[config.mk]
export PLATFORM = sky130hd
export DESIGN_NAME = nga_front_flat
export DESIGN_NICKNAME = d
export VERILOG_FILES = /design/src/nga_pkg.sv /design/src/nga_in_if.sv /design/src/nga_front.sv /design/src/flat_wrapper.sv
export SDC_FILE = /design/constraint.sdc
export NUM_CORES = 1
export LEC_CHECK = 0
export ABC_AREA = 1
export BUFFER_PORTS_ARGS = -buffer_cell sky130_fd_sc_hd__buf_2
export CORE_ASPECT_RATIO = 1.4
export CORE_UTILIZATION = 27
export DETAILED_ROUTE_END_ITERATION = 10
export GPL_TIMING_DRIVEN = 0
export PLACE_DENSITY = 0.5
export SLEW_MARGIN = 20
export SYNTH_ARGS = -nofsm -noshare
export SYNTH_HDL_FRONTEND = slang
export SYNTH_SLANG_ARGS = --single-unit
[constraint.sdc]
create_clock -name clk -period 10.6 [get_ports clk]
set_input_delay 1.59 -clock clk [delete_from_list [all_inputs] [get_ports clk]]
set_output_delay 1.59 -clock clk [all_outputs]
set_load 0.01 [all_outputs]
[src/nga_pkg.sv]
// Package for the n-body gravity accumulate and integrate core.
// Holds fixed-point constants, operation and register codes, shared structs
// and saturating arithmetic helpers. No dependencies.
`timescale 1ns / 1ps
`default_nettype none
package nga_pkg;

    localparam int FRAC_BITS = 32;
    localparam int ACC_SHIFT = 128 - FRAC_BITS;
    localparam logic [127:0] EPS_Q =
        ((128'd1 << (2 * FRAC_BITS)) + 128'd5000) / 128'd10000;
    localparam logic [30:0] G_Q64 = 31'd1230951232;
    localparam logic [63:0] S64_MAX = 64'h7FFF_FFFF_FFFF_FFFF;
    localparam logic [63:0] S64_MIN = 64'h8000_0000_0000_0000;

    typedef enum logic [1:0] {
        OP_LOAD  = 2'd0,
        OP_CLEAR = 2'd1,
        OP_FORCE = 2'd2,
        OP_STEP  = 2'd3
    } op_t;

    typedef enum logic [2:0] {
        CFG_POS_X = 3'd0,
        CFG_POS_Y = 3'd1,
        CFG_VEL_X = 3'd2,
        CFG_VEL_Y = 3'd3,
        CFG_DT    = 3'd4
    } cfg_idx_t;

    typedef enum logic [3:0] {
        ST_IDLE,
        ST_DIFF,
        ST_SQ0,
        ST_SQ1,
        ST_ROOT,
        ST_AXIS,
        ST_DIV1,
        ST_DIV2,
        ST_DIV3,
        ST_MULM,
        ST_MULG,
        ST_ACC,
        ST_VEL,
        ST_POS,
        ST_DONE
    } back_state_t;

    typedef struct packed {
        op_t                op;
        logic signed [63:0] ox;
        logic signed [63:0] oy;
        logic [47:0]        mass;
    } cmd_t;

    typedef struct packed {
        logic [63:0] pos_x;
        logic [63:0] pos_y;
        logic [63:0] vel_x;
        logic [63:0] vel_y;
        logic [62:0] dt;
    } cfg_t;

    typedef struct packed {
        logic         start;
        logic [255:0] a;
        logic [63:0]  b;
    } mul_req_t;

    typedef struct packed {
        logic         done;
        logic [255:0] prod;
    } mul_rsp_t;

    typedef struct packed {
        logic         start;
        logic [127:0] dvd;
        logic [63:0]  dsr;
    } div_req_t;

    typedef struct packed {
        logic         done;
        logic [127:0] quo;
    } div_rsp_t;

    typedef struct packed {
        logic         start;
        logic [127:0] rad;
    } sqrt_req_t;

    typedef struct packed {
        logic        done;
        logic [63:0] root;
    } sqrt_rsp_t;

    typedef struct packed {
        logic busy;
        logic done;
    } back_stat_t;

    function automatic logic [63:0] clamp66(input logic [65:0] sum);
        logic [63:0] res;
        if (sum[65:63] == 3'b000 || sum[65:63] == 3'b111)
            res = sum[63:0];
        else if (sum[65])
            res = S64_MIN;
        else
            res = S64_MAX;
        return res;
    endfunction

    function automatic logic [63:0] sat_add_mag(input logic [63:0] v, input logic neg,
                                                input logic [63:0] mag);
        logic [65:0] ve;
        logic [65:0] me;
        ve = {{2{v[63]}}, v};
        me = {2'b00, mag};
        return clamp66(neg ? (ve - me) : (ve + me));
    endfunction

    function automatic logic [63:0] sat_sub(input logic [63:0] a, input logic [63:0] b);
        logic [65:0] ae;
        logic [65:0] be;
        ae = {{2{a[63]}}, a};
        be = {{2{b[63]}}, b};
        return clamp66(ae - be);
    endfunction

    function automatic logic [63:0] mag64(input logic [63:0] v);
        return v[63] ? (~v + 64'd1) : v;
    endfunction

endpackage
`default_nettype wire

[src/nga_in_if.sv]
// Input channel: valid/ready handshake carrying one operation beat.
// No dependencies.
`timescale 1ns / 1ps
`default_nettype none
interface nga_in_if;
    logic               valid;
    logic               ready;
    logic [1:0]         op;
    logic signed [63:0] other_pos_x;
    logic signed [63:0] other_pos_y;
    logic [47:0]        other_mass;

    modport source (output valid, output op, output other_pos_x, output other_pos_y,
                    output other_mass, input ready);
    modport sink (input valid, input op, input other_pos_x, input other_pos_y,
                  input other_mass, output ready);
endinterface
`default_nettype wire

[src/nga_front.sv]
// Front end: accept input beats, decode the operation, hold them in a two-entry queue.
// Depends on nga_pkg and nga_in_if.
`timescale 1ns / 1ps
`default_nettype none
module nga_front (
    input  wire logic clk,
    input  wire logic rst_n,
    nga_in_if.sink    in,
    output logic      cmd_valid,
    output nga_pkg::cmd_t cmd,
    input  wire logic cmd_pop
);
    import nga_pkg::*;

    cmd_t       q_mem [2];
    logic [1:0] cnt_reg, cnt_next;
    logic       wr_reg, wr_next;
    logic       rd_reg, rd_next;
    logic       push;
    cmd_t       entry;

    always_comb
    begin
        in.ready   = cnt_reg != 2'd2;
        push       = in.valid && in.ready;
        entry.op   = op_t'(in.op);
        entry.ox   = in.other_pos_x;
        entry.oy   = in.other_pos_y;
        entry.mass = in.other_mass;
        wr_next    = push ? ~wr_reg : wr_reg;
        rd_next    = cmd_pop ? ~rd_reg : rd_reg;
        cnt_next   = cnt_reg + {1'b0, push} - {1'b0, cmd_pop};
    end

    always_ff @(posedge clk or negedge rst_n)
    begin
        if (!rst_n)
        begin
            cnt_reg <= 2'd0;
            wr_reg  <= 1'b0;
            rd_reg  <= 1'b0;
        end
        else
        begin
            cnt_reg <= cnt_next;
            wr_reg  <= wr_next;
            rd_reg  <= rd_next;
        end
    end

    always_ff @(posedge clk)
    begin
        if (push)
            q_mem[wr_reg] <= entry;
    end

    assign cmd_valid = cnt_reg != 2'd0;
    assign cmd       = q_mem[rd_reg];
endmodule
`default_nettype wire

[src/flat_wrapper.sv]
// flat-port wrapper written by rule: the top's interface ports become plain ports
module nga_front_flat import nga_pkg::*;
  (clk, rst_n, cmd_valid, cmd, cmd_pop, in_valid, in_op, in_other_pos_x, in_other_pos_y, in_other_mass, in_ready);
  nga_in_if in_i ();
  input  wire logic clk;
  input  wire logic rst_n;
  output logic cmd_valid;
  output nga_pkg::cmd_t cmd;
  input  wire logic cmd_pop;
  input wire logic [$bits(in_i.valid)-1:0] in_valid;
  input wire logic [$bits(in_i.op)-1:0] in_op;
  input wire logic [$bits(in_i.other_pos_x)-1:0] in_other_pos_x;
  input wire logic [$bits(in_i.other_pos_y)-1:0] in_other_pos_y;
  input wire logic [$bits(in_i.other_mass)-1:0] in_other_mass;
  output wire logic [$bits(in_i.ready)-1:0] in_ready;
  assign in_i.valid = in_valid;
  assign in_i.op = in_op;
  assign in_i.other_pos_x = in_other_pos_x;
  assign in_i.other_pos_y = in_other_pos_y;
  assign in_i.other_mass = in_other_mass;
  assign in_ready = in_i.ready;
  nga_front u_core (.clk(clk), .rst_n(rst_n), .in(in_i), .cmd_valid(cmd_valid), .cmd(cmd), .cmd_pop(cmd_pop));
endmodule
### Yosys cells after proc, flatten, opt, wreduce, memory -nomap -nowiden

Memory sizes are Yosys's and may differ from the RTL's.
Cells that the tools add are included.
W data, S select, Z words.

* output and inout port bits: 180
* input bits: 182
* memory bits (writable): 356
* memories kept: 1
* bits in registers: 4

Memory list
* u_core.q_mem: words 2, bits a word 178, read ports 1, clocked after memory_dff 0, wr ports 1, RTL line nga_front.sv:15 `cmd_t q_mem [2];`

* mux-type cells: 2
* reduce and logical (&&, ||, !) cells: 2
* equal/unequal tests: 1
* add/sub/neg operators: 2
* bitwise operators: 2

Operators with widths (count)
* $add A2 B1 Y2: 1
* $mux W1: 2
* $ne A2 B2 Y1 const B: 1
* $not A1 Y1: 2
* $reduce_bool A2 Y1: 1
* $sub A2 B1 Y2: 1
* $logic_and A1 B1 Y1: 1

### Longest topological paths before layout

Gate-level depths: netlist of run 1.

* depth in word-level cells: 4
* depth in mapped cells: 8
* depth with buffers taken out: 8

### Least setup slack after synthesis of run 1

Ideal clock, no wire load.

* path kind: input -> register
* start point: input in_valid
* end point: memory u_core.q_mem[1][0] in the netlist's numbering, enable pin
* data required time: 9880 ps
* data arrival time: 9099 ps
* setup slack: 781 ps
* cell stages on the path: 2
* setup time: 720 ps
* cell sequence: nand2_1 nor2_1

* word-level cells in the longest chain between the ends: 3

Ends and longest elaborated chain
* from (decl): RTL line flat_wrapper.sv:10 `input wire logic [$bits(in_i.valid)-1:0] in_valid;`
* $logic_and A1 B1 Y1: RTL line nga_front.sv:25 `push = in.valid && in.ready;`
* $mux W1: RTL line nga_front.sv:53 `if (push)`
* $mux W1 (implied by the code): RTL line nga_front.sv:54 `q_mem[wr_reg] <= entry;`
* to (decl): RTL line nga_front.sv:15

No other way between the ends.

==> results of run 1 <==
layout by cell type, fill, tap and decap left out, types with 9 or more instances in the layout:
cell / netlist / final
clkinv_1: 0 / 10
edfxtp_1: 356 / 356
buf_6: 14 / 14
buf_16: 0 / 10
mux2_2: 78 / 78
buf_2: 6 / 367
buf_12: 0 / 9
mux2_4: 100 / 100
clkbuf_16: 0 / 37
cell families after synthesis:
| logic type | count (synthesis) | synth area share [%] |
|---|---|---|
| compound gates | 1 | 0.0371 |
| xor+xnor | 2 | 0.130 |
| fa+ha+maj | 1 | 0.0928 |
| buf+inv | 27 | 1.59 |
| flops | 360 | 80.1 |
| mux | 178 | 17.7 |
| simple gates | 14 | 0.409 |
power groups by stage:
stage	clock (mW)	sequential, mW	combinational [mW]
2_1_floorplan	0	2.12	0.999
3_3_place_gp	0	2.21	1.57
3_5_place_dp	0	2.03	1.72
4_1_cts	1.28	2.00	1.72
5_1_grt	1.32	2.02	1.79
6_report	1.22	2.00	1.66
synthesized netlist by cell type, drive strengths merged:
cell type and number:
inv 7, mux2 178, a21oi 1, ha 1
nand3 2, nor2 4, edfxtp 356, nand2 8
dfrtp 4, xor2 2, buf 20
path summary, 6_finish.rpt:
kind	start	to	slack, ps	cells past startpoint
min in group asynchronous	rst_n	u_core.rd_reg	860	1
max in group asynchronous	rst_n	u_core.cnt_reg[1]	9610	1
max reg2reg	u_core.cnt_reg[1]	u_core.q_mem[0][93]	8110	7
min	u_core.wr_reg	u_core.wr_reg	590	2
min reg2reg	u_core.wr_reg	u_core.wr_reg	590	2
max	u_core.rd_reg	cmd[68]	7070	5
final cells by class:
type	count	area, sq um	share of cell area [%]
multi-input combinational	196	2480	14.1
antenna	3	7.51	0.0425
tap	637	797	4.51
sequential	360	10800	61.1
timing repair buffer	380	2260	12.8
clock buffer	45	956	5.41
buffer	20	188	1.06
inverter	7	26.3	0.149
clock inverter	20	159	0.899
through the flow:
step | power [mW] | hold slack, ps
2_1_floorplan | 3.12 | 489
4_1_cts | 5.00 | 592
5_1_grt | 5.14 | 614
6_report | 4.88 | 590
3_3_place_gp | 3.78 | 506
3_5_place_dp | 3.75 | 587
routing by layer:
metal / up-vias / wire length (microns) / part of all wire [%] / track usage (%)
met2: 238 / 15800 / 53 / 20.5
li1: 3182 / - / - / -
met4: 6 / 999 / 3.4 / 5.60
met1: 3343 / 10500 / 36 / 11.7
met3: 58 / 2190 / 7.4 / 3.77
met5: - / 45 / 0.15 / 0
worst max-delay path, stage by stage (launching register included):
cell	delay (ps)
dfrtp_1	340
buf_6	150
buf_6	220
buf_6	220
mux2_4	310
buf_2	160
==> flow_summary_export.csv, run 1 <==
group,metric,value,unit
status,status,"finished, final reports clean",
synthesis,synth_area,13500,sq um
clock_network,cts_buffers,37,
die,start_util,27.4,%
clock_network,clock_sinks,360,
synthesis,synth_fp_nets,766,
critical_path,path_max_fanout,10,
power_and_ir_drop,peakVddDrop,174,uV
final_layout,finalNonFillerCells,1668,
routing,wire_per_inst,17.7,microns
clock_network,cts_max_path_buffers,3,
sta,fmax,283,MHz
final_layout,num-fill-cells,4711,
die,core_area,49100,sq um
synthesis,synth_cells,583,
die,dieWidth,191,microns
sta,fin_skew,23.4,ps
routing,drc,0,
clock_network,cts_tree,"done",
routing,drt.antenna.violating_nets,0,
global_route,grt_first_pass_wirelength,42.9,mm
routing,routed_wl,29.5,mm
placement,io_buffers,361,
final_layout,nets,1185,
global_route,grt_use_total,11.4,%
critical_path,startpoint_type,"flop",
power_and_ir_drop,p_int,3.45,mW
sta,rsz0062_at_grt,"false",
critical_path,crit_arrival,1940,ps
synthesis,synth_top_area_share,79.3,%
routing,first_iter_violations,224,
final_layout,final_util,36.0,%
sta,setup_slack,7070,ps
routing,vias,6827,
power_and_ir_drop,swShare,29.3,%
power_and_ir_drop,seq_power_share,40.9,%
final_layout,stdcell_area,17700,sq um
sta,worst_pin_slew,739,ps
synthesis,ys_ff_latch,360,
power_and_ir_drop,combinationalPowerShare,34.0,%
placement,dp_hpwl,21.5,mm
routing,dr.pass1.iters,4,
final_layout,drive_gt1_share,61.0,%
sta,setup_tns,0,ps
sta,period_minus_slack,3530,ps
placement,dpl_cell_area,16500,sq um
clock_network,path_clk_slew,60,ps
power_and_ir_drop,pwr-share-clk,25.0,%
global_route,grt_pass1_vias,7107,
die,dieArea,50800,sq um
final_layout,synthToLayoutAreaGrowth,31.1,%
clock_network,cts_resized,0,
placement,dp_slack,6870,ps
placement,dp_cells,1600,
critical_path,critPathRequiredTime,9010,ps
sta,fin_crit_sh,33.3,%
critical_path,worstSetupPathType,"flop to output port",
final_layout,largest_reg_flops,356,
clock_network,clk_latency,550,ps
sta,drv_slew,0,
sta,setup_viol,0,
routing,drt-vias-per-instance,4.09,
power_and_ir_drop,power_leakage,6.82,nW
global_route,antenna_found_initial,6,
die,die_y,266,microns
placement,place_congestion,0.735,
clock_network,cts.hold.buffers_added,0,
synthesis,ys_seq_area_share,80.1,%
synthesis,ys_warn_count,0,
synthesis,syn_avg_cell_area,23.1,sq um
critical_path,critPathCaptureType,"output port",
die,rows,96,
job,cap_violations,0,
hold_path,hold_path.class,"flop to flop",
sta,finalHoldViolCount,0,
clock_network,cts_root_buf,"clkbuf_16",
global_route,overflow,0,
clock_network,post_cts_buffers,0,
sta,relSlewSlack,50.6,%
synthesis,yosysUniqueCellTypes,13,
synthesis,yosysTopAreaCell,"edfxtp_1",
die,io_pins,362,
power_and_ir_drop,power.switching,1.43,mW
clock_network,htree_levels,2,
power_and_ir_drop,power_density,276,nW/um^2
synthesis,synth_area_leaders,"edfxtp_1 (79%), mux2_4 (11%), mux2_2 (6.5%)",
global_route,grt_max_degree,25,
Power figures use the tool's default switching activity.
==> run 2, diff against run 1 <==
--- a/config.mk
+++ b/config.mk
@@ -5,13 +5,13 @@
 export SDC_FILE = /design/constraint.sdc
 export NUM_CORES = 1
 export LEC_CHECK = 0
-export ABC_AREA = 1
+export ABC_AREA = 0
 export BUFFER_PORTS_ARGS = -buffer_cell sky130_fd_sc_hd__buf_2
 export CORE_ASPECT_RATIO = 1.4
 export CORE_UTILIZATION = 27
 export DETAILED_ROUTE_END_ITERATION = 10
 export GPL_TIMING_DRIVEN = 0
-export PLACE_DENSITY = 0.5
+export PLACE_DENSITY = 0.51
 export SLEW_MARGIN = 20
 export SYNTH_ARGS = -nofsm -noshare
 export SYNTH_HDL_FRONTEND = slang
==> constraint.sdc (replaced) <==
create_clock -name clk -period 3.2 [get_ports clk]
set_input_delay 0.48 -clock clk [delete_from_list [all_inputs] [get_ports clk]]
set_output_delay 0.48 -clock clk [all_outputs]
set_load 0.01 [all_outputs]
==> run 2 against run 1 <==
Effect of this change: cell count decreased by 0.66%; via count shrank 1.1%; worst setup slack worse by 6300 ps; combinational power grew to 3.2 times the previous value; sequential power increased to 3.3 times the previous value; critical path type unchanged; critical endpoint is now cmd[94]; largest power group unchanged.
==> flow_summary_export.csv, run 2 <==
group,metric,value,unit
critical_path,startpoint_type,"flop",
synthesis,synthMuxAreaShare,17.8,%
global_route,grt_max_degree,47,
synthesis,ys_seq_area_share,80.2,%
synthesis,synth_top_family_by_area,"multiplexers",
sta,setup_viol,0,
final_layout,largest_reg_flops,356,
synthesis,synth_top_area_share,79.4,%
global_route,overflow,0,
sta,relSlewSlack,50.4,%
sta,fin_crit_sh,77.1,%
sta,fin_skew,9.53,ps
critical_path,r2r_start,"u_core.cnt_reg[1]",
final_layout,synthToLayoutAreaGrowth,31.0,%
placement,dp_slack,760,ps
global_route,grt_first_pass_wirelength,42.7,mm
synthesis,syn_avg_cell_area,23.5,sq um
final_layout,drive_gt1_share,61.7,%
synthesis,yosysTopAreaCell,"edfxtp_1",
synthesis,yosysMostFrequentCell,"edfxtp_1",
critical_path,crit_arrival,1990,ps
sta,drv_slew,0,
synthesis,synthTopCellsByCount,"edfxtp_1 (356), mux2_4 (100), mux2_2 (78)",
routing,routed_wl,29.3,mm
die,dieArea,50700,sq um
clock_network,cts_root_buf,"clkbuf_16",
clock_network,clock_sinks,360,
critical_path,r2r_end,"u_core.q_mem[0][59]",
hold_path,hold_path.class,"input pin to flop",
synthesis,synth_fp_nets,755,
synthesis,synth_area_leaders,"edfxtp_1 (79%), mux2_4 (11%), mux2_2 (6.5%)",
clock_network,cts_tree,"done",
placement,io_buffers,361,
clock_network,cts.hold.buffers_added,1,
hold_path,hold_path_depth,1,
placement,dp_hpwl,20.5,mm
routing,drt-vias-per-instance,4.08,
placement,dpl_cell_area,16400,sq um
synthesis,synth_compound_area_share,0,%
die,core_area,49100,sq um
sta,worst_pin_slew,744,ps
synthesis,synthSimpleGateAreaFrac,0.270,%
power_and_ir_drop,power_leakage,6.78,nW
critical_path,path_max_fanout,10,
final_layout,layout_commonest_cell,"buf_2",
clock_network,cts_buffers,38,
job,cap_violations,0,
synthesis,synth_cells,572,
synthesis,yosysUniqueCellTypes,17,
critical_path,reg2reg_depth,8,
synthesis,ys_warn_count,0,
die,io_pins,362,
routing,drc,0,
critical_path,rrSetupSlack,900,ps
power_and_ir_drop,peakVddDrop,578,uV
synthesis,ys_ff_latch,360,
global_route,antenna_found_initial,7,
clock_network,cts_resized,0,
critical_path,worstSetupPathType,"flop to output port",
hold_path,min_from,"in_other_pos_y[33]",
synthesis,synthXorXnorAreaFrac,0.260,%
sta,finalHoldViolCount,0,
clock_network,cts_max_path_buffers,3,
die,start_util,27.4,%
clock_network,post_cts_buffers,0,
synthesis,synthAdderAreaFrac,0.0930,%
global_route,grt_pass1_vias,7395,
sta,setup_slack,733,ps
routing,vias,6754,
die,rows,96,
clock_network,clk_latency,540,ps
sta,setup_tns,0,ps
die,die_y,266,microns
routing,dr.pass1.iters,4,
hold_path,worstHoldEndpoint,"u_core.q_mem[0][81]",
die,dieWidth,191,microns
placement,place_congestion,0.698,
routing,drt.antenna.violating_nets,0,
sta,fmax,405,MHz
global_route,grt_use_total,11.4,%
critical_path,critPathRequiredTime,2720,ps
clock_network,htree_levels,2,
power_and_ir_drop,power,16.3,mW
synthesis,async_reset_ff_share,1.11,%
synthesis,synth_edf_count,356,
clock_network,path_clk_slew,60,ps
sta,rsz0062_at_grt,"false",
critical_path,worstSetupStartpoint,"u_core.rd_reg",
routing,first_iter_violations,278,
status,status,"finished, final reports clean",
power_and_ir_drop,power_density,924,nW/um^2
synthesis,ys.flop_type,"edfxtp_1",
synthesis,synth_area,13500,sq um
final_layout,nets,1169,
sta,period_minus_slack,2470,ps
final_layout,final_cell_mix,"buf_2 (367), edfxtp_1 (356), mux2_4 (100)",
critical_path,critPathCaptureType,"output port",
routing,wire_per_inst,17.7,microns
final_layout,stdcell_area,17600,sq um
## run 2: cells by family (layout without fill, tap and decap cells)
logic type	after synthesis	count (layout)
flip-flops	360	360
multiplexers	179	179
buffers and inverters	21	463
AND/OR/NAND/NOR	7	7
XOR/XNOR	4	4
adder cells (fa/ha/maj)	1	1
other	0	6
## run 2: worst max-delay path by stage
stage | endpoint | slack [ps] | cells past startpoint
2_1_floorplan | u_core.q_mem[0][0] | -440 | 3
3_3_place_gp | u_core.q_mem[0][60] | -2360 | 3
3_5_place_dp | u_core.q_mem[0][62] | 760 | 8
4_1_cts | cmd[94] | 600 | 5
5_1_grt | cmd[96] | 610 | 5
6_report | cmd[94] | 730 | 5
## run 2: layout make-up
type                            count  area (sq um)
Antenna cell                        6          15.0
Inverter                            1          3.75
Timing Repair Buffer              374          2120
Clock inverter                     20           149
Tap cell                          637           797
Buffer                             20           188
Fill cell                        4682         31500
Multi-Input combinational cell    191          2500
Clock buffer                       48          1050
Sequential cell                   360         10800
## run 2: routing by layer
metal  vias up  track usage (%)  share of wire, %
li1       3131                -                 -
met1      3318             10.9                34
met2       248             21.2                55
met3        55             4.28               8.0
met4         2             5.41               3.3
met5         -                0             0.044
## run 2: per-stage QoR
step / hold WS (ps) / cells / util, %
2_1_floorplan: 184 / 572 / -
3_3_place_gp: 297 / 1570 / 32.7
3_5_place_dp: 298 / 1582 / 33.4
4_1_cts: 74.2 / 1651 / 35.8
5_1_grt: 74.5 / 1656 / 35.9
6_report: 123 / 1657 / 35.9
## run 2: report_power, final
part,total (mW),switching [mW],internal [mW]
sequential,6.65,0.224,6.43
combinational,5.36,2.73,2.64
clock,4.27,1.78,2.49
## run 2: critical path: stages, from the launching register on
cell	delay (ps)
dfrtp_1	340
buf_6	150
buf_6	230
buf_6	230
mux2_4	320
buf_2	160
==> run 3, diff against run 2 <==
--- a/config.mk
+++ b/config.mk
@@ -11,7 +11,7 @@
 export CORE_UTILIZATION = 27
 export DETAILED_ROUTE_END_ITERATION = 10
 export GPL_TIMING_DRIVEN = 0
-export PLACE_DENSITY = 0.51
+export PLACE_DENSITY = 0.5
 export SLEW_MARGIN = 20
 export SYNTH_ARGS = -nofsm -noshare
 export SYNTH_HDL_FRONTEND = slang
==> constraint.sdc (replaced) <==
create_clock -name clk -period 2.4 [get_ports clk]
set_input_delay 0.36 -clock clk [delete_from_list [all_inputs] [get_ports clk]]
set_output_delay 0.36 -clock clk [all_outputs]
set_load 0.01 [all_outputs]
==> run 3 against run 2 <==
Effect of this change: flip-flop and latch count is the same; worst hold slack gained 19 ps; die area is the same; highest routed layer is now met4; combinational power grew 39%; worst setup slack lost 600 ps; sequential share of layout area shrank 5.7 points; register-to-register slack lost 510 ps; wire length grew 3.2%; global-route usage grew 0.29 points; clock skew grew 13 ps; total power grew 35%.
==> flow_summary_export.csv, run 3 (same netlist as run 2, synthesis figures left out) <==
group,metric,value,unit
status,status,"finished, final reports clean",
placement,io_buffers,361,
final_layout,nets,1350,
routing,drc,0,
die,start_util,27.4,%
final_layout,multi_input_area,2500,sq um
sta,finalHoldViolCount,0,
critical_path,r2r_end,"u_core.q_mem[0][157]",
routing,dr.pass1.iters,4,
sta,fin_skew,22.2,ps
critical_path,worstSetupStartpoint,"u_core.rd_reg",
final_layout,seq_area,10800,sq um
critical_path,worstSetupPathType,"flop to output port",
routing,routed_wl,30.2,mm
global_route,overflow,0,
critical_path,path_max_fanout,10,
sta,worst_pin_slew,272,ps
critical_path,rrSetupSlack,390,ps
die,die_y,266,microns
hold_path,min_from,"in_valid",
critical_path,startpoint_type,"flop",
critical_path,r2r_start,"u_core.cnt_reg[0]",
power_and_ir_drop,seq_power_share,40.2,%
clock_network,clk_latency,540,ps
global_route,grt_max_degree,47,
final_layout,num-fill-cells,4583,
die,io_pins,362,
routing,vias,7376,
power_and_ir_drop,pwr-share-clk,25.9,%
final_layout,final_cell_mix,"buf_2 (367), edfxtp_1 (356), dlygate4sd3_1 (180)",
global_route,grt_pass1_vias,8092,
clock_network,cts_root_buf,"clkbuf_16",
clock_network,cts_tree,"done",
final_layout,synthToLayoutAreaGrowth,44.4,%
sta,period_minus_slack,2270,ps
routing,wire_per_inst,16.5,microns
die,core_area,49100,sq um
clock_network,cts_max_path_buffers,3,
sta,relSlewSlack,81.9,%
critical_path,critPathCaptureType,"output port",
global_route,antenna_found_initial,2,
hold_path,hold_path.class,"input pin to flop",
clock_network,clock_sinks,360,
final_layout,largest_reg_flops,356,
power_and_ir_drop,swShare,28.8,%
final_layout,finalNonFillerCells,1830,
power_and_ir_drop,combinationalPowerShare,33.9,%
power_and_ir_drop,power.switching,6.36,mW
sta,fin_crit_sh,94.6,%
placement,dp_hpwl,20.5,mm
clock_network,cts_buffers,38,
power_and_ir_drop,peakVddDrop,663,uV
power_and_ir_drop,power_density,1130,nW/um^2
routing,drt-vias-per-instance,4.03,
placement,place_congestion,0.692,
global_route,grt_use_total,11.7,%
global_route,grt_first_pass_wirelength,44.7,mm
sta,drv_slew,0,
final_layout,layout_commonest_cell,"buf_2",
power_and_ir_drop,p_int,15.7,mW
final_layout,final_util,39.5,%
power_and_ir_drop,power,22.0,mW
die,dieWidth,191,microns
sta,rsz0062_at_grt,"false",
die,dieArea,50700,sq um
critical_path,reg2reg_depth,8,
job,cap_violations,0,
power_and_ir_drop,power_leakage,7.53,nW
die,rows,96,
sta,fmax,441,MHz
placement,dp_cells,1583,
clock_network,htree_levels,2,
sta,hold_ws,141,ps
critical_path,critPathRequiredTime,2040,ps
critical_path,cp-endpoint,"cmd[82]",
routing,drt.antenna.violating_nets,0,
final_layout,drive_gt1_share,52.7,%
routing,first_iter_violations,253,
sta,setup_viol,0,
clock_network,path_clk_slew,60,ps
critical_path,crit_arrival,1910,ps
run 3: how the worst min path moves through the flow:
stage,end,cells after the start
3_5_place_dp,u_core.wr_reg,1
4_1_cts,u_core.q_mem[1][73],1
5_1_grt,u_core.wr_reg,3
6_report,u_core.cnt_reg[0],3
2_1_floorplan,u_core.cnt_reg[0],0
3_3_place_gp,u_core.rd_reg,1
run 3: cell type report:
type,instances,share of cell area [%]
clock buffers,54,5.42
repair buffers,555,20.3
well taps,637,4.10
inverters,1,0.0193
multi-input cells,191,12.9
flip-flops and latches,360,55.5
diodes,1,0.0129
clock inverters,11,0.721
plain buffers,20,1.03
run 3: power groups by stage:
| stage | clock network [mW] | registers, mW | logic, mW |
|---|---|---|---|
| 5_1_grt | 6.16 | 8.97 | 8.06 |
| 3_5_place_dp | 0 | 9.00 | 7.42 |
| 6_report | 5.72 | 8.86 | 7.47 |
| 2_1_floorplan | 0 | 9.06 | 4.44 |
| 4_1_cts | 5.94 | 8.87 | 7.72 |
| 3_3_place_gp | 0 | 9.21 | 6.96 |
run 3: worst max-delay path, cell delays in order, from the launching register on:
cell,delay [ps]
dfrtp_1,340
buf_6,150
buf_12,180
buf_8,190
mux2_4,350
buf_2,150
run 3: what timing repair did:
item	4_1_cts	5_1_grt
setup buffers	1	0
gates resized for setup	3	0
hold endpoints to repair	359	2
hold buffers	179	1
setup endpoints to repair	45	0
run 3: metal layers:
metal | track usage, % | vias up | share of wire (%)
li1 | - | 3475 | -
met1 | 12.1 | 3601 | 37
met2 | 21.5 | 252 | 53
met3 | 3.96 | 48 | 7.3
met4 | 4.41 | 0 | 2.9
met5 | 0 | - | 0
run 3: through the flow:
| stage | worst slack [ps] | instance area [sq um] | TNS [ps] |
|---|---|---|---|
| 3_5_place_dp | -69.8 | 16400 | -1310 |
| 3_3_place_gp | -3100 | 16100 | -948830 |
| 6_report | 130 | 19400 | 0 |
| 2_1_floorplan | -1240 | 13500 | -357410 |
| 5_1_grt | 17.7 | 19400 | 0 |
| 4_1_cts | 35.4 | 19400 | 0 |
