$ cat src/nga_pkg.sv
// Package for the n-body gravity accumulate and integrate core.
// Holds fixed-point constants, operation and register codes, shared structs
// and saturating arithmetic helpers. No dependencies.
`timescale 1ns / 1ps
`default_nettype none
package nga_pkg;

    localparam int FRAC_BITS = 32;
    localparam int ACC_SHIFT = 128 - FRAC_BITS;
    localparam logic [127:0] EPS_Q =
        ((128'd1 << (2 * FRAC_BITS)) + 128'd5000) / 128'd10000;
    localparam logic [30:0] G_Q64 = 31'd1230951232;
    localparam logic [63:0] S64_MAX = 64'h7FFF_FFFF_FFFF_FFFF;
    localparam logic [63:0] S64_MIN = 64'h8000_0000_0000_0000;

    typedef enum logic [1:0] {
        OP_LOAD  = 2'd0,
        OP_CLEAR = 2'd1,
        OP_FORCE = 2'd2,
        OP_STEP  = 2'd3
    } op_t;

    typedef enum logic [2:0] {
        CFG_POS_X = 3'd0,
        CFG_POS_Y = 3'd1,
        CFG_VEL_X = 3'd2,
        CFG_VEL_Y = 3'd3,
        CFG_DT    = 3'd4
    } cfg_idx_t;

    typedef enum logic [3:0] {
        ST_IDLE,
        ST_DIFF,
        ST_SQ0,
        ST_SQ1,
        ST_ROOT,
        ST_AXIS,
        ST_DIV1,
        ST_DIV2,
        ST_DIV3,
        ST_MULM,
        ST_MULG,
        ST_ACC,
        ST_VEL,
        ST_POS,
        ST_DONE
    } back_state_t;

    typedef struct packed {
        op_t                op;
        logic signed [63:0] ox;
        logic signed [63:0] oy;
        logic [47:0]        mass;
    } cmd_t;

    typedef struct packed {
        logic [63:0] pos_x;
        logic [63:0] pos_y;
        logic [63:0] vel_x;
        logic [63:0] vel_y;
        logic [62:0] dt;
    } cfg_t;

    typedef struct packed {
        logic         start;
        logic [255:0] a;
        logic [63:0]  b;
    } mul_req_t;

    typedef struct packed {
        logic         done;
        logic [255:0] prod;
    } mul_rsp_t;

    typedef struct packed {
        logic         start;
        logic [127:0] dvd;
        logic [63:0]  dsr;
    } div_req_t;

    typedef struct packed {
        logic         done;
        logic [127:0] quo;
    } div_rsp_t;

    typedef struct packed {
        logic         start;
        logic [127:0] rad;
    } sqrt_req_t;

    typedef struct packed {
        logic        done;
        logic [63:0] root;
    } sqrt_rsp_t;

    typedef struct packed {
        logic busy;
        logic done;
    } back_stat_t;

    function automatic logic [63:0] clamp66(input logic [65:0] sum);
        logic [63:0] res;
        if (sum[65:63] == 3'b000 || sum[65:63] == 3'b111)
            res = sum[63:0];
        else if (sum[65])
            res = S64_MIN;
        else
            res = S64_MAX;
        return res;
    endfunction

    function automatic logic [63:0] sat_add_mag(input logic [63:0] v, input logic neg,
                                                input logic [63:0] mag);
        logic [65:0] ve;
        logic [65:0] me;
        ve = {{2{v[63]}}, v};
        me = {2'b00, mag};
        return clamp66(neg ? (ve - me) : (ve + me));
    endfunction

    function automatic logic [63:0] sat_sub(input logic [63:0] a, input logic [63:0] b);
        logic [65:0] ae;
        logic [65:0] be;
        ae = {{2{a[63]}}, a};
        be = {{2{b[63]}}, b};
        return clamp66(ae - be);
    endfunction

    function automatic logic [63:0] mag64(input logic [63:0] v);
        return v[63] ? (~v + 64'd1) : v;
    endfunction

endpackage
`default_nettype wire

$ cat src/nga_div.sv
// Restoring divider: 128-bit dividend by 64-bit divisor, one quotient bit a cycle.
// Depends on nga_pkg.
`timescale 1ns / 1ps
`default_nettype none
module nga_div (
    input  wire logic              clk,
    input  wire logic              rst_n,
    input  wire nga_pkg::div_req_t req,
    output nga_pkg::div_rsp_t      rsp
);
    import nga_pkg::*;

    logic         busy_reg, busy_next;
    logic         done_reg, done_next;
    logic [6:0]   cnt_reg, cnt_next;
    logic [127:0] dvd_reg, dvd_next;
    logic [63:0]  rem_reg, rem_next;
    logic [63:0]  dsr_reg, dsr_next;
    logic [64:0]  remsh;
    logic         ge;

    always_comb
    begin
        remsh     = {rem_reg, dvd_reg[127]};
        ge        = remsh >= {1'b0, dsr_reg};
        busy_next = busy_reg;
        done_next = 1'b0;
        cnt_next  = cnt_reg;
        dvd_next  = dvd_reg;
        rem_next  = rem_reg;
        dsr_next  = dsr_reg;
        if (req.start)
        begin
            busy_next = 1'b1;
            cnt_next  = '0;
            dvd_next  = req.dvd;
            rem_next  = '0;
            dsr_next  = (req.dsr == 64'd0) ? 64'd1 : req.dsr;
        end
        else if (busy_reg)
        begin
            rem_next = ge ? 64'(remsh - {1'b0, dsr_reg}) : remsh[63:0];
            dvd_next = {dvd_reg[126:0], ge};
            cnt_next = cnt_reg + 7'd1;
            if (cnt_reg == 7'd127)
            begin
                busy_next = 1'b0;
                done_next = 1'b1;
            end
        end
    end

    always_ff @(posedge clk or negedge rst_n)
    begin
        if (!rst_n)
        begin
            busy_reg <= 1'b0;
            done_reg <= 1'b0;
        end
        else
        begin
            busy_reg <= busy_next;
            done_reg <= done_next;
        end
    end

    always_ff @(posedge clk)
    begin
        cnt_reg <= cnt_next;
        dvd_reg <= dvd_next;
        rem_reg <= rem_next;
        dsr_reg <= dsr_next;
    end

    assign rsp.done = done_reg;
    assign rsp.quo  = dvd_reg;
endmodule
`default_nettype wire

$ cat config.mk
export PLATFORM = sky130hd
export DESIGN_NAME = nga_div
export DESIGN_NICKNAME = d
export VERILOG_FILES = /design/src/nga_pkg.sv /design/src/nga_div.sv
export SDC_FILE = /design/constraint.sdc
export NUM_CORES = 1
export LEC_CHECK = 0
export BUFFER_PORTS_ARGS = -buffer_cell sky130_fd_sc_hd__buf_2
export CAP_MARGIN = 20
export CORE_MARGIN = 2
export CORE_UTILIZATION = 35
export DETAILED_ROUTE_END_ITERATION = 8
export GPL_TIMING_DRIVEN = 0
export PLACE_DENSITY = 0.51
export SETUP_SLACK_MARGIN = 0.02
export SYNTH_ARGS = -nofsm -noshare
export SYNTH_HDL_FRONTEND = slang
export SYNTH_SLANG_ARGS = --single-unit
$ cat constraint.sdc
create_clock -name clk -period 6.8 [get_ports clk]
set_input_delay 1.02 -clock clk [delete_from_list [all_inputs] [get_ports clk]]
set_output_delay 1.02 -clock clk [all_outputs]
set_load 0.03 [all_outputs]
### Word-level counts from Yosys, hierarchy flattened

Index checks and enable logic that the tools add are counted.

| storage, ports and cells | value |
|---|---|
| output and inout port bits | 129 |
| register bits | 265 |
| bits of input ports | 195 |

| cells by class | value |
|---|---|
| $lt $le $gt $ge | 1 |
| eq/ne operators | 1 |
| add/subtract/negate cells | 2 |
| reduce and logical (&&, ||, !) cells | 2 |
| muxes and demuxes | 9 |

Operator list:

| operator | count |
|---|---|
| two-way mux 128 bit | 2 |
| >= comparator 65 x 64 -> 1 bit | 1 |
| zero test 64 bit | 1 |
| two-way mux 64 bit | 1 |
| subtractor 64 bit | 1 |
| adder 7 x 1 -> 7 bit, second input constant | 1 |
| == test 7 bit, second input constant | 1 |
| two-way mux 1 bit | 6 |
| nonzero test 2 bit | 1 |

### Longest topological paths before layout

Gate-level depths: netlist of run 1.

| logic depth | value |
|---|---|
| depth in word-level cells | 4 |
| depth in mapped cells | 14 |

### Worst setup path before layout of run 1

No wires, ideal clock.

| path | value |
|---|---|
| path kind | input-to-reg |
| start point | in req[192] in the netlist's numbering |
| end point | reg dvd_reg[0] (enable) |
| setup slack | 2.245 ns |
| data required time | 6.320 ns |
| arrival time | 4.075 ns |
| cell stages on the path | 4 |
| library setup time | 0.480 ns |
| cell sequence | clkbuf_1 > nor2_1 > clkbuf_1 > inv_1 |

| between the ends | value |
|---|---|
| cells in the longest elaborated chain, start to end | 1 |

RTL lines:

| what | line | text |
|---|---|---|
| from (decl) | nga_div.sv:8 | `input wire nga_pkg::div_req_t req,` |
| nonzero test 2 bit (no line) | -- |  |
| to (signal assigned) | nga_div.sv:70 | `dvd_reg <= dvd_next;` |
| to (decl) | nga_div.sv:16 | `logic [127:0] dvd_reg, dvd_next;` |

Every way passes these cells.
A chain may end at the register's enable or synchronous reset.

### Worst setup path in the final report of run 1

| path | value |
|---|---|
| start point | reg dsr_reg[12] |
| end point | reg rem_reg[57] |

| between the ends | value |
|---|---|
| cells in the longest elaborated chain, start to end | 2 |

RTL lines:

| what | line | text |
|---|---|---|
| from (decl) | nga_div.sv:18 | `logic [63:0] dsr_reg, dsr_next;` |
| from (signal assigned) | nga_div.sv:72 | `dsr_reg <= dsr_next;` |
| subtractor 64 bit or >= comparator 65 x 64 -> 1 bit (tied branches) | nga_div.sv:42, nga_div.sv:25 |  |
| two-way mux 64 bit (*) | nga_div.sv:42 | `rem_next = ge ? 64'(remsh - {1'b0, dsr_reg}) : remsh[63:0];` |
| to (signal assigned) | nga_div.sv:71 | `rem_reg <= rem_next;` |
| to (decl) | nga_div.sv:17 | `logic [63:0] rem_reg, rem_next;` |

Mark *: on every way between the ends. The rest lies on a longest branch, timed or not.

==> results.md, run 1 <==
- Tot GR Track Use: 0.211
- Post-synth top area share: 0.386
- NumNets Final: 2,056
- Synth Register Bits: 265
- Worst min-delay path category: in -> async
- GRT Max-Usage Layer: met2
- EDFF count, synth: 192
- Largest cells by area after synthesis: edfxtp_1 39%, mux2_2 9.7%, dfxtp_1 9.5%
- Initial antenna violation count: 11
- TritonCTS clock tree: built
- Placed Area: 17,300 um2
- Hold Vio Cnt, Final: 0
- Worst-path maximum fanout: 10
- Area grow syn2layout: 22.4%
- IO Count: 324
- CTS buffer count: 31
- Status: finished clean
- Core Area: 42,000 um2
- Starting Density: 0.355
- Fin area: 18,300 um2
- CP most frequent cell: clkbuf_1
- Global-route met2 utilization: 0.353
- GRT overflow: 0
- Synth Area per Inst: 10.4 um2
- Worst setup SP type: flop
- Crit-path cells: inv_1 -> ha_1 -> clkbuf_1 -> nand4_1 -> a2111oi_1 -> o311a_1 -> a211oi_2 -> o31ai_4 -> nand2b_1 -> clkbuf_1 -> o21ai_0
- Ys async rst share: 0.00755
- Max Slew Vio Count: 0
- Worst R2R Start: dsr_reg[12]
- Final wirelength: 47,800 um
- Pleak: 7.80 nW
- Sequential share of the synthesized area: 0.485
- First-pass GRT wire length: 72,100 um
- Post-synth top area cell: edfxtp_1
- Cts hold-fix bufs: 0
- Port Buffers: 323
- RD Place Congestion: 0.891
- Die height: 211 um
- Worst Path Required: 7.32 ns
- Post-CTS sizing: 0
- CP endpoint kind: flop
- CP max-delay cell: a2111oi_1
- Grt met3 use: 0.0618
- Vias per inst: 5.19
- Clock transition at the registers of the reported paths: 0.06 ns
- Worst-Margin Slew: 1.03 ns
- Worst R2R Path Depth: 11
- Vias in the first global route: 12,400
- Worst rel slew slack: 0.314
- Largest register FFs: 128
- Fmax: 0.268 GHz
- Worst VDD drop: 0.233 mV
- Critical path endpoint: rem_reg[57]
- Post-layout util: 0.435
- Pwr Density: 368 nW/um2
- Warnings, synthesis: 0
- Commonest non-fill, non-tap cells in the layout: 332 x buf_2, 192 x edfxtp_1, 149 x nand2_1
- H-tree depth: 1
- Final number of setup-violating endpoints: 0
- R2r endpoint: rem_reg[57]
- Final setup TNS: 0 ns
- Clock Sinks: 265
- Met1 usage: 0.262
- Drt pass-1 iters: 6
- Vias: 12,300
- Mapped Area: 14,900 um2
- Largest net degree at the start of global routing: 93
- Initial drt markers: 766
- Reg2reg setup slack: 3.07 ns
- Period utilisation layout: 0.548
- Die width: 211 um
- DIE AREA: 44,300 um2
- Dpl hpwl: 36,600 um
- Kind of critical path: reg -> reg
- Dominant synthesized flop cell: edfxtp_1
- CP arrival: 4.25 ns
- Post-CTS Setup Bufs: 0
- Syn nets: 1,698
- Post-route DRC: 0
- Clk Tree Root Cell: clkbuf_16
- Gate Count Post-Synth: 1,437
- Row cnt: 75
- Worst Setup SP: dsr_reg[12]
- Hold WS: 0.198 ns
- Library cells used by synthesis: 77
- Minimum clock period: 3.73 ns
- Worst Skew: 0.0217 ns
- Worst skew pair latency: 0.61 ns
- Clock buffer depth: 3
- Share of post-route cells with drive strength above 1: 0.295
- Tot Pwr: 0.00673 W
- Max incr delay on CP: 0.94 ns
- Wire length per cell: 20.2 um
- Post-route ant nets: 0
- Max_cap viols: 0
- RSZ-0062 raised after global routing: false
- Leading cell type in the layout, fill and taps excluded: buf_2
==> synth_stat cells (all sizes together) (4+ instances only) <==
cell	instances
a21o	51
dfxtp	71
a22oi	9
o21bai	11
nand4	31
ha	65
mux2i	8
a211oi	7
xnor2	41
nor2	96
inv	78
nand3	15
and4	7
mux2	129
edfxtp	192
o221ai	5
o211ai	7
nor2b	7
a31oi	10
o21ai	52
nand2	149
a311oi	42
a21boi	4
buf	18
xor2	23
nand2b	8
nor3	13
o21a	7
o31ai	9
clkbuf	128
a21oi	80
nor4	17
==> layout make-up <==
class | count | area, um2
clock buffer | 46 | 872
antenna | 6 | 15.0
inverter | 78 | 300
tap | 539 | 674
clock inverter | 12 | 108
fill | 4173 | 23800
timing repair buffer | 325 | 1670
sequential | 265 | 7240
buffer | 146 | 611
multi-input combinational | 948 | 6790
==> where the power goes <==
part	total [W]	leakage [nW]	internal, W	switching (W)
combinational	0.00284	4.74	0.00106	0.00177
clock	0.00164	0.477	0.000926	0.000710
sequential	0.00225	2.58	0.00204	0.000215
total	0.00673	7.80	0.00403	0.00270
==> worst max-delay path, delay by kind of cell (launching register included) <==
kind,cells,cell delay (ns)
AO/OA/AOI/OAI,5,2.00
AND/OR/NAND/NOR,2,0.38
adder cells (fa/ha/maj),1,0.26
buffers and inverters,3,0.68
flip-flops,1,0.32
==> logic make-up after synthesis <==
group                      count (synthesis)  synth area share
AOI/OAI and AO/OA                        315             0.145
buffers and inverters                    224            0.0607
and+or+nand+nor                          366             0.114
xor gates and xnor gates                  64            0.0375
muxes                                    137             0.103
DFF                                      265             0.485
adders and majority gates                 66            0.0558
==> metal layers <==
layer	share of wire	wire length, um
met1	0.42	20000
met2	0.47	22500
met3	0.078	3720
met4	0.030	1450
met5	0.0015	71
==> per-stage QoR <==
stage / setup slack [ns] / std cells
finish: 3.07 / 2365
global route: 2.76 / 2362
CTS: 3.08 / 2359
detailed placement: 2.43 / 2301
global placement: -1.19 / 2299
floorplan: 2.24 / 1437
==> worst min-delay path by stage <==
stage,depth (start not counted),to,slack [ns],startpoint
finish,1,done_reg,0.20,rst_n
global route,1,done_reg,0.17,rst_n
CTS,1,done_reg,0.17,rst_n
detailed placement,2,rem_reg[12],0.48,rem_reg[12]
global placement,2,cnt_reg[5],0.47,cnt_reg[5]
floorplan,2,done_reg,0.44,cnt_reg[6]
(Power assumes the default switching activity.)
==> run 2: changes to the inputs <==
==> constraint.sdc (replaced) <==
create_clock -name clk -period 3.7 [get_ports clk]
set_input_delay 0.555 -clock clk [delete_from_list [all_inputs] [get_ports clk]]
set_output_delay 0.555 -clock clk [all_outputs]
set_load 0.03 [all_outputs]
==> results.md, run 2 (synthesis results as in run 1) <==
- Status: finished clean (unchanged)
- Post-route DRC: 0 (unchanged)
- Drt pass-1 iters: 5 (was 6)
- Core Area: 42,000 um2 (unchanged)
- Leading cell type in the layout, fill and taps excluded: buf_2 (unchanged)
- FILL cells: 4,171 (was 4,173)
- Worst setup SP type: flop (unchanged)
- Worst VDD drop: 0.334 mV (was 0.233 mV)
- Die height: 211 um (unchanged)
- Clock transition at the registers of the reported paths: 0.06 ns (about the same)
- Post-route ant nets: 0 (unchanged)
- Area grow syn2layout: 23.8% (was 22.4%)
- Largest net degree at the start of global routing: 66 (was 93)
- Worst rel slew slack: 0.429 (was 0.314)
- Period utilisation layout: 0.929 (was 0.548)
- CTS buffer count: 34 (was 31)
- Cells after DPL: 2,303 (was 2,301)
- Wire length per cell: 20.1 um (was 20.2 um)
- IO Count: 324 (unchanged)
- CP endpoint kind: flop (unchanged)
- Vias in the first global route: 12,500 (was 12,400)
- Initial antenna violation count: 12 (was 11)
- Share of post-route cells with drive strength above 1: 0.301 (was 0.295)
- Commonest non-fill, non-tap cells in the layout: 331 x buf_2, 192 x edfxtp_1, 149 x nand2_1 (was 332 x buf_2, 192 x edfxtp_1, 149 x nand2_1)
- Starting Density: 0.355 (unchanged)
- Worst min-delay path category: in -> reg (was in -> async)
- Max Slew Vio Count: 0 (unchanged)
- Max_cap viols: 0 (unchanged)
- Kind of critical path: reg -> reg (unchanged)
- Placed Area: 17,300 um2 (about the same)
- Die width: 211 um (unchanged)
- RD Place Congestion: 0.888 (was 0.891)
- Worst-Margin Slew: 0.849 ns (was 1.03 ns)
- Hold Vio Cnt, Final: 0 (unchanged)
- Multi-input logic area: 6850 um2 (was 6790 um2)
- Worst skew pair latency: 0.56 ns (was 0.61 ns)
- Final number of setup-violating endpoints: 0 (unchanged)
- Pwr Density: 687 nW/um2 (was 368 nW/um2)
- Tot GR Track Use: 0.213 (was 0.211)
- Dpl hpwl: 36,500 um (was 36,600 um)
- Port Buffers: 323 (unchanged)
- Minimum clock period: 3.44 ns (was 3.73 ns)
- RSZ-0062 raised after global routing: false (unchanged)
- Worst Skew: 0.0191 ns (was 0.0217 ns)
- Final wirelength: 47,600 um (was 47,800 um)
- H-tree depth: 2 (was 1)
- Fin worst setup slack: 0.262 ns (was 3.07 ns)
- Clk Tree Root Cell: clkbuf_16 (unchanged)
- Clock buffer depth: 3 (unchanged)
- Row cnt: 75 (unchanged)
- Fmax: 0.291 GHz (was 0.268 GHz)
- Initial drt markers: 751 (was 766)
- Clock Sinks: 265 (unchanged)
- TritonCTS clock tree: built (unchanged)
- Vias: 12,300 (about the same)
- Worst Path Required: 4.15 ns (was 7.32 ns)
- Worst-path maximum fanout: 10 (unchanged)
- FF+latch area: 7240 um2 (unchanged)
- NumNets Final: 2,064 (was 2,056)
- CP arrival: 3.89 ns (was 4.25 ns)
- Post-Layout Cell Count: 2,367 (was 2,365)
- Vias per inst: 5.19 (about the same)
- Post-layout util: 0.440 (was 0.435)
- Post-place setup slack: -0.442 ns (was 2.43 ns)
- Largest register FFs: 128 (unchanged)
- DIE AREA: 44,300 um2 (unchanged)
- Fin area: 18,500 um2 (was 18,300 um2)
- First-pass GRT wire length: 72,400 um (was 72,100 um)
- Pleak: 7.90 nW (was 7.80 nW)
- GRT overflow: 0 (unchanged)
run 2: final cells by class:
class                   count  area share
diodes                      1    0.000135
inverters                  78      0.0162
well taps                 539      0.0365
multi-input cells         948       0.370
clock inverters            18      0.0111
repair buffers            330      0.0936
flip-flops and latches    265       0.391
plain buffers             146      0.0333
clock buffers              42      0.0476
run 2: worst paths after layout:
kind	startpoint	endpoint	slack [ns]	depth (start not counted)
worst max register to register	dsr_reg[12]	rem_reg[17]	0.26	13
min in group asynchronous	rst_n	done_reg	0.35	2
max in group asynchronous	rst_n	busy_reg	3.25	2
worst max-delay path	dsr_reg[12]	rem_reg[17]	0.26	13
worst min-delay path	req[13]	dsr_reg[13]	0.26	2
worst min register to register	cnt_reg[6]	done_reg	0.48	2
run 2: critical path, cell delays in order (launching register included):
cell and delay (ns):
edfxtp_1 0.32, inv_1 0.05, ha_1 0.26, clkbuf_1 0.28, nand4_1 0.24, a2111oi_4 0.53
o311a_1 0.30, a211oi_4 0.08, buf_4 0.17, o31ai_4 0.33, buf_6 0.22, buf_6 0.19
nand2_1 0.08, a311oi_1 0.29
run 2: metal layers:
layer / vias to the layer above / routed length [um] / global-route usage
met5: - / 111 / 0
met4: 18 / 999 / 0.0495
met3: 84 / 3930 / 0.0706
met2: 385 / 22300 / 0.350
met1: 5849 / 20300 / 0.271
li1: 5942 / - / -
run 2: what timing repair did:
action,CTS,global route
pin swaps,0,1
endpoints found under the setup margin,37,42
hold buffers,1,0
endpoints found under the hold margin,2,0
buffers inserted,0,2
resized for setup,3,10
run 2: power breakdown:
group          switching, W  total, W  internal [W]
combinational       0.00329   0.00528       0.00199
sequential         0.000390   0.00414       0.00375
clock               0.00137   0.00329       0.00193
run 2: metrics by stage:
stage	hold slack, ns	power [W]	TNS [ns]
5_1_grt	0.255	0.0135	0
4_1_cts	0.242	0.0127	0
6_report	0.264	0.0127	0
3_3_place_gp	0.342	0.00934	-378.62
2_1_floorplan	0.259	0.00785	0
3_5_place_dp	0.343	0.00936	-31.08
==> run 3: changes to the inputs <==
--- a/config.mk
+++ b/config.mk
@@ -5,6 +5,7 @@
 export SDC_FILE = /design/constraint.sdc
 export NUM_CORES = 1
 export LEC_CHECK = 0
+export ABC_AREA = 1
 export BUFFER_PORTS_ARGS = -buffer_cell sky130_fd_sc_hd__buf_2
 export CAP_MARGIN = 20
 export CORE_MARGIN = 2
==> results.md, run 3 <==
- First-pass GRT wire length: 92,500 um (was 72,400 um)
- Pwr Density: 380 nW/um2 (was 687 nW/um2)
- Final wirelength: 60,000 um (was 47,600 um)
- CP Buf/Inv Count: 6 (was 5)
- Largest register FFs: 128 (unchanged)
- NetSw: 0.00231 W (was 0.00505 W)
- Tot GR Track Use: 0.234 (was 0.213)
- Commonest non-fill, non-tap cells in the layout: 1,110 x nand2_1, 436 x inv_1, 329 x buf_2 (was 331 x buf_2, 192 x edfxtp_1, 149 x nand2_1)
- Status: finished clean (unchanged)
- Core Area: 49,100 um2 (was 42,000 um2)
- Kind of critical path: in -> reg (was reg -> reg)
- Port Buffers: 323 (unchanged)
- EDFF count, synth: 192 (unchanged)
- Post-route DRC: 0 (unchanged)
- Sequential share of power: 0.439 (was 0.325)
- GRT overflow: 0 (unchanged)
- Vias in the first global route: 16,500 (was 12,500)
- Post-CTS sizing: 0 (was 3)
- TritonCTS clock tree: built (unchanged)
- Dominant synthesized flop cell: edfxtp_1 (unchanged)
- Worst-Margin Slew: 0.938 ns (was 0.849 ns)
- CTS buffer count: 34 (unchanged)
- Cells after DPL: 3,528 (was 2,303)
- Post-synth top area cell: edfxtp_1 (unchanged)
- FILL cells: 5,325 (was 4,171)
- IO Count: 324 (unchanged)
- Die height: 227 um (was 211 um)
- Clock Sinks: 265 (unchanged)
- FF+latch area: 7240 um2 (unchanged)
- Worst min-delay path category: in -> reg (unchanged)
- Library cells used by synthesis: 40 (was 77)
- Clock transition at the registers of the reported paths: 0.06 ns (about the same)
- Worst-path maximum fanout: 111 (was 10)
- Initial antenna violation count: 6 (was 12)
- Cell family with most CP delay: buffers and inverters (was compound AO/OA/AOI/OAI gates)
- Ys async rst share: 0.00755 (unchanged)
- Post-layout util: 0.429 (was 0.440)
- Period utilisation layout: 0.841 (was 0.929)
- Pleak: 11.4 nW (was 7.90 nW)
- Worst rel slew slack: 0.375 (was 0.429)
- Most common cell in the synthesized netlist: nand2_1 (was edfxtp_1)
- Warnings, synthesis: 0 (unchanged)
- Hold endpoint: dsr_reg[44] (was dsr_reg[13])
- Hold Vio Cnt, Final: 0 (unchanged)
- Hold WS: 0.260 ns (was 0.264 ns)
- Fmax: 0.321 GHz (was 0.291 GHz)
- Max incr delay on CP: 0.62 ns (was 0.53 ns)
- Leading cell type in the layout, fill and taps excluded: nand2_1 (was buf_2)
- Largest cells by area after synthesis: edfxtp_1 33%, nand2_1 24%, inv_1 9.4% (was edfxtp_1 39%, mux2_2 9.7%, dfxtp_1 9.5%)
- Worst skew pair latency: 0.56 ns (about the same)
- Row cnt: 81 (was 75)
- Max_cap viols: 0 (unchanged)
- Crit-path cells: buf_4 -> buf_16 -> clkbuf_1 -> nor2_1 -> clkinv_1 -> clkbuf_8 -> buf_16 (was inv_1 -> ha_1 -> clkbuf_1 -> nand4_1 -> a2111oi_4 -> o311a_1 -> a211oi_4 -> buf_4 -> o31ai_4 -> buf_6 -> buf_6 -> nand2_1 -> a311oi_1)
- Internal power: 0.00569 W (was 0.00766 W)
- Reg2reg setup slack: 0.77 ns (was 0.26 ns)
- H-tree depth: 2 (unchanged)
- NumNets Final: 3,162 (was 2,064)
- Drt pass-1 iters: 5 (unchanged)
- Fin worst setup slack: 0.587 ns (was 0.262 ns)
- Dpl hpwl: 48,800 um (was 36,500 um)
- Worst hold start: req[44] (was req[13])
- Post-place setup slack: 0.0529 ns (was -0.442 ns)
- Cts hold-fix bufs: 1 (unchanged)
- Hold path cells: 2 (unchanged)
- Vias: 16,600 (was 12,300)
- Minimum clock period: 3.11 ns (was 3.44 ns)
- Post-CTS Setup Bufs: 0 (unchanged)
- Final number of setup-violating endpoints: 0 (unchanged)
- Clock group share of total power: 0.404 (was 0.259)
- RD Place Congestion: 0.961 (was 0.888)
- Clock buffer depth: 3 (unchanged)
- Max Slew Vio Count: 0 (unchanged)
- Gate Count Post-Synth: 2,539 (was 1,437)
- CP arrival: 3.32 ns (was 3.89 ns)
- Sequential share of the synthesized area: 0.415 (was 0.485)
- Share of post-route cells with drive strength above 1: 0.151 (was 0.301)
- R2r endpoint: rem_reg[50] (was rem_reg[17])
- Post-route ant nets: 0 (unchanged)
- Largest net degree at the start of global routing: 112 (was 66)
- Synth Register Bits: 265 (unchanged)
- Multi-input logic area: 7910 um2 (was 6850 um2)
- Die width: 227 um (was 211 um)
- RSZ-0062 raised after global routing: false (unchanged)
- Syn nets: 2,800 (was 1,698)
- DIE AREA: 51,600 um2 (was 44,300 um2)
- Clk Tree Root Cell: clkbuf_16 (unchanged)
- Vias per inst: 4.63 (was 5.19)
- Area grow syn2layout: 20.8% (was 23.8%)
- Wire length per cell: 16.7 um (was 20.1 um)
- Switching part of the total power: 0.289 (was 0.397)
- Worst VDD drop: 0.318 mV (was 0.334 mV)
- Post-synth top area share: 0.331 (was 0.386)
- Worst Skew: 0.0239 ns (was 0.0191 ns)
- Starting Density: 0.355 (about the same)
- Worst Path Required: 3.91 ns (was 4.15 ns)
- Worst R2R Start: dvd_reg[127] (was dsr_reg[12])
- Synth Area per Inst: 6.86 um2 (was 10.4 um2)
- Combinational cell fraction of total power: 0.156 (was 0.416)
- Top cells by count, synth: 1,110 x nand2_1, 436 x inv_1, 192 x edfxtp_1 (was 192 x edfxtp_1, 149 x nand2_1, 129 x mux2_2)
- CP max-delay cell: clkinv_1 (was a2111oi_4)
- Post-Layout Cell Count: 3,592 (was 2,367)
- Worst R2R Path Depth: 15 (was 13)
- CP most frequent cell: buf_16 (was buf_6)
- Tot Pwr: 0.00800 W (was 0.0127 W)
- Worst setup SP type: input port (was flop)
- CP endpoint kind: flop (unchanged)
- Initial drt markers: 1,095 (was 751)
- Mapped Area: 17,400 um2 (was 14,900 um2)
## run 3: cell count changes after synthesis, moves of 16 or more
| cell | previous run | this run |
|---|---|---|
| a21oi_1 | 80 | 53 |
| xor2_1 | 23 | 3 |
| nor2_1 | 95 | 111 |
| nand3_1 | 15 | 138 |
| nand2_1 | 149 | 1110 |
| mux2_2 | 129 | 0 |
| a21o_1 | 51 | 4 |
| o21ai_0 | 48 | 26 |
| inv_1 | 77 | 436 |
| nand3b_1 | 1 | 36 |
| a311oi_1 | 38 | 0 |
| clkbuf_1 | 127 | 95 |
## run 3: area by class of cell
| class | instances | area share |
|---|---|---|
| diodes | 1 | 0.000119 |
| plain buffers | 126 | 0.0289 |
| clock buffers | 48 | 0.0449 |
| clock inverters | 14 | 0.00684 |
| inverters | 445 | 0.0794 |
| multi-input cells | 1703 | 0.376 |
| flip-flops and latches | 265 | 0.344 |
| well taps | 664 | 0.0395 |
| repair buffers | 326 | 0.0801 |
## run 3: logic make-up (layout without fill, tap and decap cells)
logic type,count (synthesis),after routing,synth area share
XOR/XNOR,31,31,0.0156
flip-flops,265,265,0.415
other,0,1,0
adder cells (fa/ha/maj),66,66,0.0478
AND/OR/NAND/NOR,1491,1491,0.355
buffers and inverters,571,959,0.130
AO/OA/AOI/OAI,115,115,0.0363
## run 3: metal layers
| layer | GRT usage | part of all wire |
|---|---|---|
| met1 | 0.305 | 0.45 |
| met2 | 0.391 | 0.46 |
| met3 | 0.0558 | 0.072 |
| met4 | 0.0620 | 0.024 |
| met5 | 0 | 0.00055 |
## run 3: power by group through the flow
stage / clock, W / combinational, W / sequential (W)
after floorplan: 0 / 0.000521 / 0.00382
after detailed placement: 0 / 0.00126 / 0.00357
after CTS: 0.00334 / 0.00126 / 0.00352
after global routing: 0.00343 / 0.00139 / 0.00354
final: 0.00323 / 0.00125 / 0.00351
after global placement: 0 / 0.00125 / 0.00357
## run 3: how the worst max path moves through the flow
| stage | start | to | cells after the start |
|---|---|---|---|
| 4_1_cts | req[192] | dvd_reg[73] | 7 |
| 3_3_place_gp | req[192] | dvd_reg[74] | 5 |
| 2_1_floorplan | req[192] | dvd_reg[0] | 4 |
| 6_report | req[192] | dvd_reg[72] | 7 |
| 3_5_place_dp | req[192] | dvd_reg[73] | 7 |
| 5_1_grt | req[192] | dvd_reg[73] | 7 |
## run 3: per-stage QoR
step	instance area [um2]	setup TNS (ns)
6_report	21000	0
2_1_floorplan	17400	0
3_3_place_gp	19900	-341.70
3_5_place_dp	19900	0
4_1_cts	21000	0
5_1_grt	21000	0
